`src/rtl/cfd_pkg.sv`:
```
// Package for the CRC-16/ARC checked frame deframer.
// Holds the parse phases, result kinds, register indexes, shared structs
// and the byte-wide CRC update. No dependencies.
`default_nettype none

package cfd_pkg;

   localparam int unsigned DATA_W = 8;
   localparam int unsigned CRC_W = 16;
   localparam int unsigned CSR_DATA_W = 32;
   localparam int unsigned CSR_ADDR_W = 4;

   localparam logic [CRC_W-1:0] CRC_POLY_REFL = 16'hA001;
   localparam logic [CRC_W-1:0] CRC_INIT = 16'h0000;
   localparam logic [DATA_W-1:0] TIMEOUT_RESET = 8'd40;

   // Frame parse phases
   typedef enum logic [3:0] {
      PH_HDR0 = 4'd0,
      PH_HDR1 = 4'd1,
      PH_DIR  = 4'd2,
      PH_MOD  = 4'd3,
      PH_CMD  = 4'd4,
      PH_LEN  = 4'd5,
      PH_PAY  = 4'd6,
      PH_CRCL = 4'd7,
      PH_CRCH = 4'd8
   } phase_type;

   // Result kinds
   typedef enum logic [1:0] {
      KIND_PAYLOAD = 2'd0,
      KIND_GOOD    = 2'd1,
      KIND_CRC_ERR = 2'd2,
      KIND_TIMEOUT = 2'd3
   } kind_type;

   // Input event kinds
   localparam logic MODE_BYTE = 1'b0;
   localparam logic MODE_TICK = 1'b1;

   // Register indexes (byte address bits [3:2])
   typedef enum logic [1:0] {
      REG_HDR_FIRST  = 2'd0,
      REG_HDR_SECOND = 2'd1,
      REG_DIR_CODE   = 2'd2,
      REG_TIMEOUT    = 2'd3
   } reg_idx_type;

   typedef struct packed {
      logic [DATA_W-1:0] header_first;
      logic [DATA_W-1:0] header_second;
      logic [DATA_W-1:0] direction_code;
      logic [DATA_W-1:0] timeout_ticks;
   } cfg_type;

   typedef struct packed {
      kind_type          kind;
      logic [DATA_W-1:0] data_byte;
      logic [DATA_W-1:0] module_code;
      logic [DATA_W-1:0] command_code;
      logic [DATA_W-1:0] payload_length;
      logic [CRC_W-1:0]  received_crc;
      logic              frame_end;
   } result_type;

   // One byte of reflected CRC-16/ARC, bit by bit
   function automatic logic [CRC_W-1:0] crc16_arc_byte(
      input logic [CRC_W-1:0]  crc,
      input logic [DATA_W-1:0] b
   );
      logic [CRC_W-1:0] c;
      c = crc ^ {{(CRC_W-DATA_W){1'b0}}, b};
      for (int i = 0; i < DATA_W; i++) begin
         c = c[0] ? ((c >> 1) ^ CRC_POLY_REFL) : (c >> 1);
      end
      return c;
   endfunction

endpackage

`default_nettype wire

```
`src/rtl/cfd_req_if.sv`:
```
// Input channel of the deframer: one received byte or one timer tick a beat.
// Depends on nothing.
`default_nettype none

interface cfd_req_if;
   logic       valid;
   logic       ready;
   logic       mode;
   logic [7:0] rx_byte;

   modport source (output valid, output mode, output rx_byte, input ready);
   modport sink   (input valid, input mode, input rx_byte, output ready);
endinterface

`default_nettype wire

```
`src/rtl/cfd_rsp_if.sv`:
```
// Result channel of the deframer: payload bytes and frame status beats.
// Depends on nothing.
`default_nettype none

interface cfd_rsp_if;
   logic        valid;
   logic        ready;
   logic [1:0]  kind;
   logic [7:0]  data_byte;
   logic [7:0]  module_code;
   logic [7:0]  command_code;
   logic [7:0]  payload_length;
   logic [15:0] received_crc;
   logic        frame_end;

   modport source (output valid, output kind, output data_byte, output module_code,
                   output command_code, output payload_length, output received_crc,
                   output frame_end, input ready);
   modport sink   (input valid, input kind, input data_byte, input module_code,
                   input command_code, input payload_length, input received_crc,
                   input frame_end, output ready);
endinterface

`default_nettype wire

```
`src/rtl/cfd_csr.sv`:
```
// Configuration registers of the deframer behind an APB-style port.
// Depends on cfd_pkg.
`default_nettype none

module cfd_csr (
   input  wire logic                           clock,
   input  wire logic                           reset,
   input  wire logic                           psel,
   input  wire logic                           penable,
   input  wire logic                           pwrite,
   input  wire logic [cfd_pkg::CSR_ADDR_W-1:0] paddr,
   input  wire logic [cfd_pkg::CSR_DATA_W-1:0] pwdata,
   output logic      [cfd_pkg::CSR_DATA_W-1:0] prdata,
   output logic                                pready,
   output cfd_pkg::cfg_type                    cfg
);
   import cfd_pkg::*;

   cfg_type     cfg_ff;
   cfg_type     cfg_in;
   reg_idx_type reg_idx;
   logic        wr_en;

   assign pready  = 1'b1;
   assign reg_idx = reg_idx_type'(paddr[CSR_ADDR_W-1:2]);
   assign wr_en   = psel && penable && pwrite && pready;

   // Decode the write
   always_comb begin
      cfg_in = cfg_ff;
      if (wr_en) begin
         case (reg_idx)
            REG_HDR_FIRST:  cfg_in.header_first   = pwdata[DATA_W-1:0];
            REG_HDR_SECOND: cfg_in.header_second  = pwdata[DATA_W-1:0];
            REG_DIR_CODE:   cfg_in.direction_code = pwdata[DATA_W-1:0];
            REG_TIMEOUT:    cfg_in.timeout_ticks  = pwdata[DATA_W-1:0];
            default:        cfg_in = cfg_ff;
         endcase
      end
   end

   always_ff @(posedge clock) begin
      if (reset) begin
         cfg_ff.header_first   <= '0;
         cfg_ff.header_second  <= '0;
         cfg_ff.direction_code <= '0;
         cfg_ff.timeout_ticks  <= TIMEOUT_RESET;
      end else begin
         cfg_ff <= cfg_in;
      end
   end

   // Read back
   always_comb begin
      prdata = '0;
      case (reg_idx)
         REG_HDR_FIRST:  prdata[DATA_W-1:0] = cfg_ff.header_first;
         REG_HDR_SECOND: prdata[DATA_W-1:0] = cfg_ff.header_second;
         REG_DIR_CODE:   prdata[DATA_W-1:0] = cfg_ff.direction_code;
         REG_TIMEOUT:    prdata[DATA_W-1:0] = cfg_ff.timeout_ticks;
         default:        prdata = '0;
      endcase
   end

   assign cfg = cfg_ff;

endmodule

`default_nettype wire

```
`src/rtl/cfd_parser.sv`:
```
// Frame parser: phase machine, frame fields, tick counter and CRC-16/ARC.
// Builds the result of each accepted beat in one pass. Depends on cfd_pkg.
`default_nettype none

module cfd_parser (
   input  wire logic                       clock,
   input  wire logic                       reset,
   input  wire cfd_pkg::cfg_type           cfg,
   input  wire logic                       fire,
   input  wire logic                       mode,
   input  wire logic [cfd_pkg::DATA_W-1:0] rx_byte,
   output logic                            emit,
   output cfd_pkg::result_type             result
);
   import cfd_pkg::*;

   phase_type         phase_ff, phase_in, phase_eff;
   logic [CRC_W-1:0]  crc_ff, crc_in;
   logic [DATA_W-1:0] module_ff, module_in;
   logic [DATA_W-1:0] command_ff, command_in;
   logic [DATA_W-1:0] length_ff, length_in;
   logic [DATA_W-1:0] remain_ff, remain_in;
   logic [DATA_W-1:0] crc_low_ff, crc_low_in;
   logic [DATA_W-1:0] wait_ff, wait_in;
   logic [DATA_W-1:0] wait_inc;
   logic              timed_out;
   logic [CRC_W-1:0]  rx_crc;

   // Fold unused phase codes into hunting
   assign phase_eff = (phase_ff <= PH_CRCH) ? phase_ff : PH_HDR0;
   assign wait_inc  = wait_ff + 8'd1;
   assign timed_out = (wait_inc >= cfg.timeout_ticks);
   assign rx_crc    = {rx_byte, crc_low_ff};

   // Next phase
   always_comb begin
      phase_in = phase_ff;
      if (fire) begin
         if (mode == MODE_TICK) begin
            if (phase_eff != PH_HDR0 && timed_out) begin
               phase_in = PH_HDR0;
            end
         end else begin
            case (phase_eff)
               PH_HDR0: phase_in = (rx_byte == cfg.header_first) ? PH_HDR1 : PH_HDR0;
               PH_HDR1: phase_in = (rx_byte == cfg.header_second) ? PH_DIR : PH_HDR0;
               PH_DIR:  phase_in = (rx_byte == cfg.direction_code) ? PH_MOD : PH_HDR0;
               PH_MOD:  phase_in = PH_CMD;
               PH_CMD:  phase_in = PH_LEN;
               PH_LEN:  phase_in = (rx_byte == '0) ? PH_CRCL : PH_PAY;
               PH_PAY:  phase_in = (remain_ff == 8'd1) ? PH_CRCL : PH_PAY;
               PH_CRCL: phase_in = PH_CRCH;
               PH_CRCH: phase_in = PH_HDR0;
               default: phase_in = PH_HDR0;
            endcase
         end
      end
   end

   // Frame fields, counters and the result beat
   always_comb begin
      crc_in     = crc_ff;
      module_in  = module_ff;
      command_in = command_ff;
      length_in  = length_ff;
      remain_in  = remain_ff;
      crc_low_in = crc_low_ff;
      wait_in    = wait_ff;
      emit       = 1'b0;
      result.kind           = KIND_PAYLOAD;
      result.data_byte      = '0;
      result.module_code    = module_ff;
      result.command_code   = command_ff;
      result.payload_length = length_ff;
      result.received_crc   = '0;
      result.frame_end      = 1'b0;
      if (fire) begin
         if (mode == MODE_TICK) begin
            // Count ticks only while a frame is open
            if (phase_eff != PH_HDR0) begin
               wait_in = wait_inc;
               if (timed_out) begin
                  emit             = 1'b1;
                  result.kind      = KIND_TIMEOUT;
                  result.frame_end = 1'b1;
                  wait_in          = '0;
                  remain_in        = '0;
               end
            end
         end else begin
            case (phase_eff)
               PH_HDR0: begin
                  if (rx_byte == cfg.header_first) begin
                     module_in  = '0;
                     command_in = '0;
                     length_in  = '0;
                     crc_in     = CRC_INIT;
                     crc_low_in = '0;
                     wait_in    = '0;
                  end
               end
               PH_HDR1: begin
                  if (rx_byte != cfg.header_second) begin
                     wait_in   = '0;
                     remain_in = '0;
                  end
               end
               PH_DIR: begin
                  if (rx_byte != cfg.direction_code) begin
                     wait_in   = '0;
                     remain_in = '0;
                  end
               end
               PH_MOD:  module_in  = rx_byte;
               PH_CMD:  command_in = rx_byte;
               PH_LEN: begin
                  length_in = rx_byte;
                  remain_in = rx_byte;
                  crc_in    = CRC_INIT;
               end
               PH_PAY: begin
                  crc_in           = crc16_arc_byte(crc_ff, rx_byte);
                  remain_in        = remain_ff - 8'd1;
                  emit             = 1'b1;
                  result.data_byte = rx_byte;
               end
               PH_CRCL: crc_low_in = rx_byte;
               PH_CRCH: begin
                  emit                = 1'b1;
                  result.kind         = (rx_crc == crc_ff) ? KIND_GOOD : KIND_CRC_ERR;
                  result.received_crc = rx_crc;
                  result.frame_end    = 1'b1;
                  wait_in             = '0;
                  remain_in           = '0;
               end
               default: begin
                  wait_in = wait_ff;
               end
            endcase
         end
      end
   end

   always_ff @(posedge clock) begin
      if (reset) begin
         phase_ff   <= PH_HDR0;
         crc_ff     <= CRC_INIT;
         module_ff  <= '0;
         command_ff <= '0;
         length_ff  <= '0;
         remain_ff  <= '0;
         crc_low_ff <= '0;
         wait_ff    <= '0;
      end else begin
         phase_ff   <= phase_in;
         crc_ff     <= crc_in;
         module_ff  <= module_in;
         command_ff <= command_in;
         length_ff  <= length_in;
         remain_ff  <= remain_in;
         crc_low_ff <= crc_low_in;
         wait_ff    <= wait_in;
      end
   end

   // Hunting always starts from a clean counter set
   a_hunt_clean: assert property (@(posedge clock) disable iff (reset)
      phase_ff == PH_HDR0 |-> (wait_ff == '0 && remain_ff == '0))
      else $error("counters not cleared while hunting");

   // A payload phase always has bytes left to take
   a_pay_remain: assert property (@(posedge clock) disable iff (reset)
      phase_ff == PH_PAY |-> remain_ff != '0)
      else $error("payload phase with no bytes remaining");

   // Status beats close a frame, payload beats do not
   a_end_kind: assert property (@(posedge clock) disable iff (reset)
      emit |-> (result.frame_end == (result.kind != KIND_PAYLOAD)))
      else $error("frame_end disagrees with kind");

   // A CRC check beat returns to hunting on the next cycle
   a_crc_hunt: assert property (@(posedge clock) disable iff (reset)
      (emit && (result.kind == KIND_GOOD || result.kind == KIND_CRC_ERR))
      |=> phase_ff == PH_HDR0)
      else $error("no return to hunting after CRC check");

endmodule

`default_nettype wire

```
`src/rtl/cfd_out_stage.sv`:
```
// Result register of the deframer; holds one beat until the sink takes it.
// Depends on cfd_pkg and cfd_rsp_if.
`default_nettype none

module cfd_out_stage (
   input  wire logic                 clock,
   input  wire logic                 reset,
   input  wire logic                 load,
   input  wire cfd_pkg::result_type  result,
   output logic                      take,
   cfd_rsp_if.source                 rsp_bus
);
   import cfd_pkg::*;

   logic       valid_ff;
   result_type res_ff;

   // Free when empty or when the held beat leaves this cycle
   assign take = !valid_ff || rsp_bus.ready;

   always_ff @(posedge clock) begin
      if (reset) begin
         valid_ff <= 1'b0;
      end else if (take) begin
         valid_ff <= load;
      end
   end

   always_ff @(posedge clock) begin
      if (take && load) begin
         res_ff <= result;
      end
   end

   assign rsp_bus.valid          = valid_ff;
   assign rsp_bus.kind           = res_ff.kind;
   assign rsp_bus.data_byte      = res_ff.data_byte;
   assign rsp_bus.module_code    = res_ff.module_code;
   assign rsp_bus.command_code   = res_ff.command_code;
   assign rsp_bus.payload_length = res_ff.payload_length;
   assign rsp_bus.received_crc   = res_ff.received_crc;
   assign rsp_bus.frame_end      = res_ff.frame_end;

endmodule

`default_nettype wire

```
`src/rtl/crc16_checked_frame_deframer.sv`:
```
// Top level of the header/length/CRC-16/ARC frame deframer.
// Depends on cfd_pkg, cfd_req_if, cfd_rsp_if, cfd_csr, cfd_parser, cfd_out_stage.
//
//   channel   | dir | handshake            | beat
//   ----------+-----+----------------------+--------------------------------------
//   req_bus   | in  | valid/ready          | mode, rx_byte (byte or timer tick)
//   rsp_bus   | out | valid/ready          | kind, data, frame fields, crc, end
//   csr (APB) | in  | psel/penable, pready | 8-bit registers at byte addr 4*i
//
// One beat per cycle: each accepted beat is parsed in the same cycle and its
// result, if any, lands in the result register at that edge.
// The limit is the single result register: a beat is taken whenever that
// register is empty or is being emptied in the same cycle.
// Synchronous active-high reset returns the parser to hunting, clears all
// frame state and loads register defaults; no clearing pass is needed.
`default_nettype none

module crc16_checked_frame_deframer (
   input  wire logic                           clock,
   input  wire logic                           reset,
   cfd_req_if.sink                             req_bus,
   cfd_rsp_if.source                           rsp_bus,
   input  wire logic                           psel,
   input  wire logic                           penable,
   input  wire logic                           pwrite,
   input  wire logic [cfd_pkg::CSR_ADDR_W-1:0] paddr,
   input  wire logic [cfd_pkg::CSR_DATA_W-1:0] pwdata,
   output logic      [cfd_pkg::CSR_DATA_W-1:0] prdata,
   output logic                                pready
);
   import cfd_pkg::*;

   cfg_type    cfg;
   result_type result;
   logic       emit;
   logic       take;
   logic       fire;

   // Accept a beat whenever the result register can take its outcome
   assign req_bus.ready = take;
   assign fire          = req_bus.valid && take;

   cfd_csr u_csr (
      .clock   (clock),
      .reset   (reset),
      .psel    (psel),
      .penable (penable),
      .pwrite  (pwrite),
      .paddr   (paddr),
      .pwdata  (pwdata),
      .prdata  (prdata),
      .pready  (pready),
      .cfg     (cfg)
   );

   cfd_parser u_parser (
      .clock   (clock),
      .reset   (reset),
      .cfg     (cfg),
      .fire    (fire),
      .mode    (req_bus.mode),
      .rx_byte (req_bus.rx_byte),
      .emit    (emit),
      .result  (result)
   );

   cfd_out_stage u_out (
      .clock   (clock),
      .reset   (reset),
      .load    (fire && emit),
      .result  (result),
      .take    (take),
      .rsp_bus (rsp_bus)
   );

endmodule

`default_nettype wire
```
`src/flat_wrapper.sv`:
```
// flat-port wrapper written by rule: the top's interface ports become plain ports
module crc16_checked_frame_deframer_flat import cfd_pkg::*;
  (clock, reset, psel, penable, pwrite, paddr, pwdata, prdata, pready, req_bus_valid, req_bus_mode, req_bus_rx_byte, req_bus_ready, rsp_bus_valid, rsp_bus_kind, rsp_bus_data_byte, rsp_bus_module_code, rsp_bus_command_code, rsp_bus_payload_length, rsp_bus_received_crc, rsp_bus_frame_end, rsp_bus_ready);
  cfd_req_if req_bus_i ();
  cfd_rsp_if rsp_bus_i ();
  input  wire logic clock;
  input  wire logic reset;
  input  wire logic psel;
  input  wire logic penable;
  input  wire logic pwrite;
  input  wire logic [cfd_pkg::CSR_ADDR_W-1:0] paddr;
  input  wire logic [cfd_pkg::CSR_DATA_W-1:0] pwdata;
  output logic      [cfd_pkg::CSR_DATA_W-1:0] prdata;
  output logic pready;
  input wire logic [$bits(req_bus_i.valid)-1:0] req_bus_valid;
  input wire logic [$bits(req_bus_i.mode)-1:0] req_bus_mode;
  input wire logic [$bits(req_bus_i.rx_byte)-1:0] req_bus_rx_byte;
  output wire logic [$bits(req_bus_i.ready)-1:0] req_bus_ready;
  output wire logic [$bits(rsp_bus_i.valid)-1:0] rsp_bus_valid;
  output wire logic [$bits(rsp_bus_i.kind)-1:0] rsp_bus_kind;
  output wire logic [$bits(rsp_bus_i.data_byte)-1:0] rsp_bus_data_byte;
  output wire logic [$bits(rsp_bus_i.module_code)-1:0] rsp_bus_module_code;
  output wire logic [$bits(rsp_bus_i.command_code)-1:0] rsp_bus_command_code;
  output wire logic [$bits(rsp_bus_i.payload_length)-1:0] rsp_bus_payload_length;
  output wire logic [$bits(rsp_bus_i.received_crc)-1:0] rsp_bus_received_crc;
  output wire logic [$bits(rsp_bus_i.frame_end)-1:0] rsp_bus_frame_end;
  input wire logic [$bits(rsp_bus_i.ready)-1:0] rsp_bus_ready;
  assign req_bus_i.valid = req_bus_valid;
  assign req_bus_i.mode = req_bus_mode;
  assign req_bus_i.rx_byte = req_bus_rx_byte;
  assign req_bus_ready = req_bus_i.ready;
  assign rsp_bus_valid = rsp_bus_i.valid;
  assign rsp_bus_kind = rsp_bus_i.kind;
  assign rsp_bus_data_byte = rsp_bus_i.data_byte;
  assign rsp_bus_module_code = rsp_bus_i.module_code;
  assign rsp_bus_command_code = rsp_bus_i.command_code;
  assign rsp_bus_payload_length = rsp_bus_i.payload_length;
  assign rsp_bus_received_crc = rsp_bus_i.received_crc;
  assign rsp_bus_frame_end = rsp_bus_i.frame_end;
  assign rsp_bus_i.ready = rsp_bus_ready;
  crc16_checked_frame_deframer u_core (.clock(clock), .reset(reset), .req_bus(req_bus_i), .rsp_bus(rsp_bus_i), .psel(psel), .penable(penable), .pwrite(pwrite), .paddr(paddr), .pwdata(pwdata), .prdata(prdata), .pready(pready));
endmodule
```
`config.mk`:
```
export PLATFORM = sky130hd
export DESIGN_NAME = crc16_checked_frame_deframer_flat
export DESIGN_NICKNAME = d
export VERILOG_FILES = /design/src/rtl/cfd_pkg.sv /design/src/rtl/cfd_req_if.sv /design/src/rtl/cfd_rsp_if.sv /design/src/rtl/cfd_csr.sv /design/src/rtl/cfd_parser.sv /design/src/rtl/cfd_out_stage.sv /design/src/rtl/crc16_checked_frame_deframer.sv /design/src/flat_wrapper.sv
export SDC_FILE = /design/constraint.sdc
export NUM_CORES = 1
export LEC_CHECK = 0
export ABC_AREA = 1
export BUFFER_PORTS_ARGS = -buffer_cell sky130_fd_sc_hd__buf_2
export CAP_MARGIN = 15
export CORE_ASPECT_RATIO = 1.5
export CORE_MARGIN = 5
export CORE_UTILIZATION = 55
export DETAILED_ROUTE_END_ITERATION = 8
export PLACE_DENSITY_LB_ADDON = 0.25
export RECOVER_POWER = 50
export SLEW_MARGIN = 10
export SYNTH_ARGS = -nofsm -noshare
export SYNTH_HDL_FRONTEND = slang
export SYNTH_HIERARCHICAL = 1
export SYNTH_SLANG_ARGS = --single-unit
```
`constraint.sdc`:
```
create_clock -name clock -period 7.3 [get_ports clock]
set_input_delay 0.73 -clock clock [delete_from_list [all_inputs] [get_ports clock]]
set_output_delay 0.73 -clock clock [all_outputs]
set_load 0.01 [all_outputs]
```
==> metrics.csv <==
metric,value,unit
clockRootBuffer,clkbuf_16,
cts_tree,done,
cts_setup_buffers,0,
period_minus_slack,4.43,ns
ios,138,
ys_ff_latch,152,
drive_above_1_share,10.2,%
drc_errors,0,
diodes,0,
setup_viol,0,
worst-path-buf-inv,3,
num_rows,53,
synthesis.instances,992,
power_frac_seq,45.8,%
worst_setup_path_start_kind,input pin,
switching_share,25.9,%
status,"complete, but fails checks",
end_kind,flop,
dr.pass1.iters,5,
holdCritPathClass,reg -> reg,
wl_per_cell,15.5,um
cts_resized,0,
yosysSeqAreaShare,45.9,%
nets,1126,
clk_pin_slew,0.06,ns
io_buffers,86,
violations,"max-capacitance violations, max-slew violations",
initial_core_util,55.5,%
fin_skew,0.0128,ns
cts_sinks,152,
grt_pass1_wl,30.4,mm
combPwrFrac,9.2,%
dr_total_vias,6655,
hold_viol,0,
die_w,107,um
p_int,1.45,mW
grt_overflow,0,
area_growth,11.4,%
fillers,1292,
antenna_found_initial,0,
layout_worst_path_cycle_share,60.6,%
required,7.60,ns
wirelength,19.3,mm
layout_common_cells,"nand2_1, nor2_1, dfxtp_1",
insertion_delay,0.42,ns
htree_num_levels,4,
crit_family,buffers and inverters,
power_switching,0.505,mW
place_congestion,0.957,
core,13900,sq um
cellLeakagePower,3.41,nW
maxCapViolCount,1,
ys_types,45,
ant_nets,0,
synth_edf_count,51,
worstPathCellList,"buf_2, clkbuf_1, inv_1, nand2_1, nor2_1",
grt_max_degree,63,
postSynth.asyncResetShare,0,%
grt_pass1_vias,6115,
fmax,0.226,GHz
final_common_cell,nand2_1,
cpPeakStageDelay,2.05,ns
place_hpwl,13.4,mm
ir_drop,0.000146,V
syn-mean-instance-area,7.80,sq um
clk_path_buf_depth,2,
hold_buffers,0,
crit_type,in -> reg,
ys_warn_count,6,
clockPowerShare,45.1,%
synth_flop_cell,dfxtp_1,
tns,0,ns
p_per_area,227,nW/um^2
dr.first_iter.drc_count,454,
grtUsageTotal,23.4,%
cts_buffers,17,
finalMaxSlewViolations,63,
netlist_area,7730,sq um
report.power.total,1.95,mW
die_h,155,um
critPathMaxFanout,62,
crit_slowest_cell,clkbuf_1,
worstMarginPinSlew,2.94,ns
via_per_inst,5.36,
worst_hold_slack,0.430,ns
slew_headroom,-95.9,%
rsz0062_at_grt,no,
dieArea,16600,sq um
critPathArrivalTime,4.72,ns
==> sequential cells by signal (all words and copies together) (netlist names) <==
name	count
u_core/u_out/rsp_bus.payload_length	8
u_core/u_out/rsp_bus.kind	2
u_core/u_parser/module_ff	8
u_core/u_parser/length_ff	8
u_core/u_parser/remain_ff	8
u_core/u_out/rsp_bus.data_byte	8
u_core/u_csr/cfg	32
u_core/u_parser/phase_ff	4
u_core/u_parser/command_ff	8
u_core/u_parser/wait_ff	8
u_core/u_parser/crc_low_ff	8
u_core/u_parser/crc_ff	16
u_core/u_out/rsp_bus.valid	1
u_core/u_out/rsp_bus.module_code	8
u_core/u_out/rsp_bus.command_code	8
u_core/u_out/rsp_bus.frame_end	1
u_core/u_out/rsp_bus.received_crc	16
==> synth_stat cells, types with 2 or more instances <==
master | number | area (sq um)
nor4_1 | 6 | 37.5
conb_1 | 2 | 7.51
a211oi_1 | 3 | 22.5
dfxtp_1 | 101 | 2020
a21oi_1 | 71 | 355
nor3_1 | 19 | 95.1
buf_2 | 8 | 40.0
buf_6 | 4 | 45.0
nand3b_1 | 3 | 22.5
nor2_1 | 114 | 428
o22ai_1 | 8 | 50.1
nor2_4 | 3 | 33.8
clkinv_1 | 3 | 11.3
edfxtp_1 | 51 | 1530
xnor2_1 | 33 | 289
buf_1 | 4 | 15.0
ha_1 | 11 | 138
inv_1 | 67 | 251
nand4_1 | 22 | 138
nor2_2 | 7 | 43.8
or2_2 | 2 | 12.5
nand2_2 | 5 | 31.3
o21ai_1 | 3 | 15.0
xor2_1 | 16 | 140
nand2_1 | 269 | 1010
o21a_1 | 2 | 15.0
nor2_8 | 2 | 40.0
o21ai_2 | 2 | 17.5
buf_4 | 33 | 248
inv_2 | 17 | 63.8
clkbuf_1 | 11 | 41.3
o21ai_0 | 8 | 40.0
nand2_4 | 2 | 22.5
nand3_1 | 69 | 345
==> kinds of logic (layout without fill, tap and decap cells) <==
family	count (synthesis)	in the layout	share of synthesized area, %
AND/OR/NAND/NOR	527	527	30.0
AO/OA/AOI/OAI	102	102	7.28
XOR/XNOR	49	49	5.55
adder cells (fa/ha/maj)	11	11	1.78
flip-flops	152	152	45.9
other	2	25	0.0971
buffers and inverters	149	210	9.40
==> power groups by stage <==
stage / sequential, mW / combinational (mW) / clock [mW]
floorplan: 0.913 / 0.141 / 0
global placement: 0.912 / 0.176 / 0
detailed placement: 0.912 / 0.177 / 0
CTS: 0.893 / 0.179 / 0.891
global route: 0.895 / 0.198 / 0.927
finish: 0.893 / 0.179 / 0.879
==> area by class of cell <==
cell class | instances | area [sq um] | area share (%)
tap | 165 | 206 | 2.40
sequential | 152 | 3550 | 41.2
multi-input combinational | 714 | 3550 | 41.2
timing repair buffer | 89 | 383 | 4.44
clock inverter | 15 | 164 | 1.90
clock buffer | 17 | 425 | 4.94
inverter | 89 | 338 | 3.92
==> worst reg2reg max path, stage by stage (launching register included) <==
cell and delay, ns:
dfxtp_1 0.41, nand3_1 0.13, nand3b_1 0.21, nand3b_1 0.19
xor2_1 0.14, inv_1 0.07, ha_1 0.29, nand2_1 0.07
nor2_1 0.13, nand4_1 0.09, nand4_1 0.15, nand2_2 0.15
a21oi_1 0.16, inv_1 0.06, nor2_2 0.12, inv_1 0.10
a21oi_4 0.11, buf_4 0.51
==> per-layer routing <==
metal	share of wire [%]	global-route usage (%)	up-vias
li1	-	-	3319
met1	38	26.5	2996
met2	51	41.8	291
met3	6.8	3.99	49
met4	4.2	11.8	0
met5	0	0	-
==> path summary, 6_finish.rpt <==
kind,start,end,slack [ns],cells after the start
min,u_core/u_parser/length_ff[3]$_SDFFE_PP0P_,u_core/u_out/rsp_bus.payload_length[3]$_DFFE_PP_,0.43,0
max reg2reg,u_core/u_parser/wait_ff[0]$_SDFFE_PP0P_,u_core/u_out/rsp_bus.module_code[1]$_DFFE_PP_,3.82,17
max,reset,u_core/u_csr/cfg[13]$_SDFFE_PP0P_,2.87,5
min reg2reg,u_core/u_parser/length_ff[3]$_SDFFE_PP0P_,u_core/u_out/rsp_bus.payload_length[3]$_DFFE_PP_,0.43,0
==> stage by stage <==
step                cells  instance area, sq um  utilization (%)  setup slack [ns]
global route         1241                  8620             61.9              2.54
floorplan            1015                  7820                -              2.22
CTS                  1241                  8690             62.4              3.81
detailed placement   1209                  8100             58.2              3.83
global placement     1209                  8100             58.2              3.85
finish               1241                  8620             61.9              2.87
No activity file was read; power rests on OpenSTA's default activity.
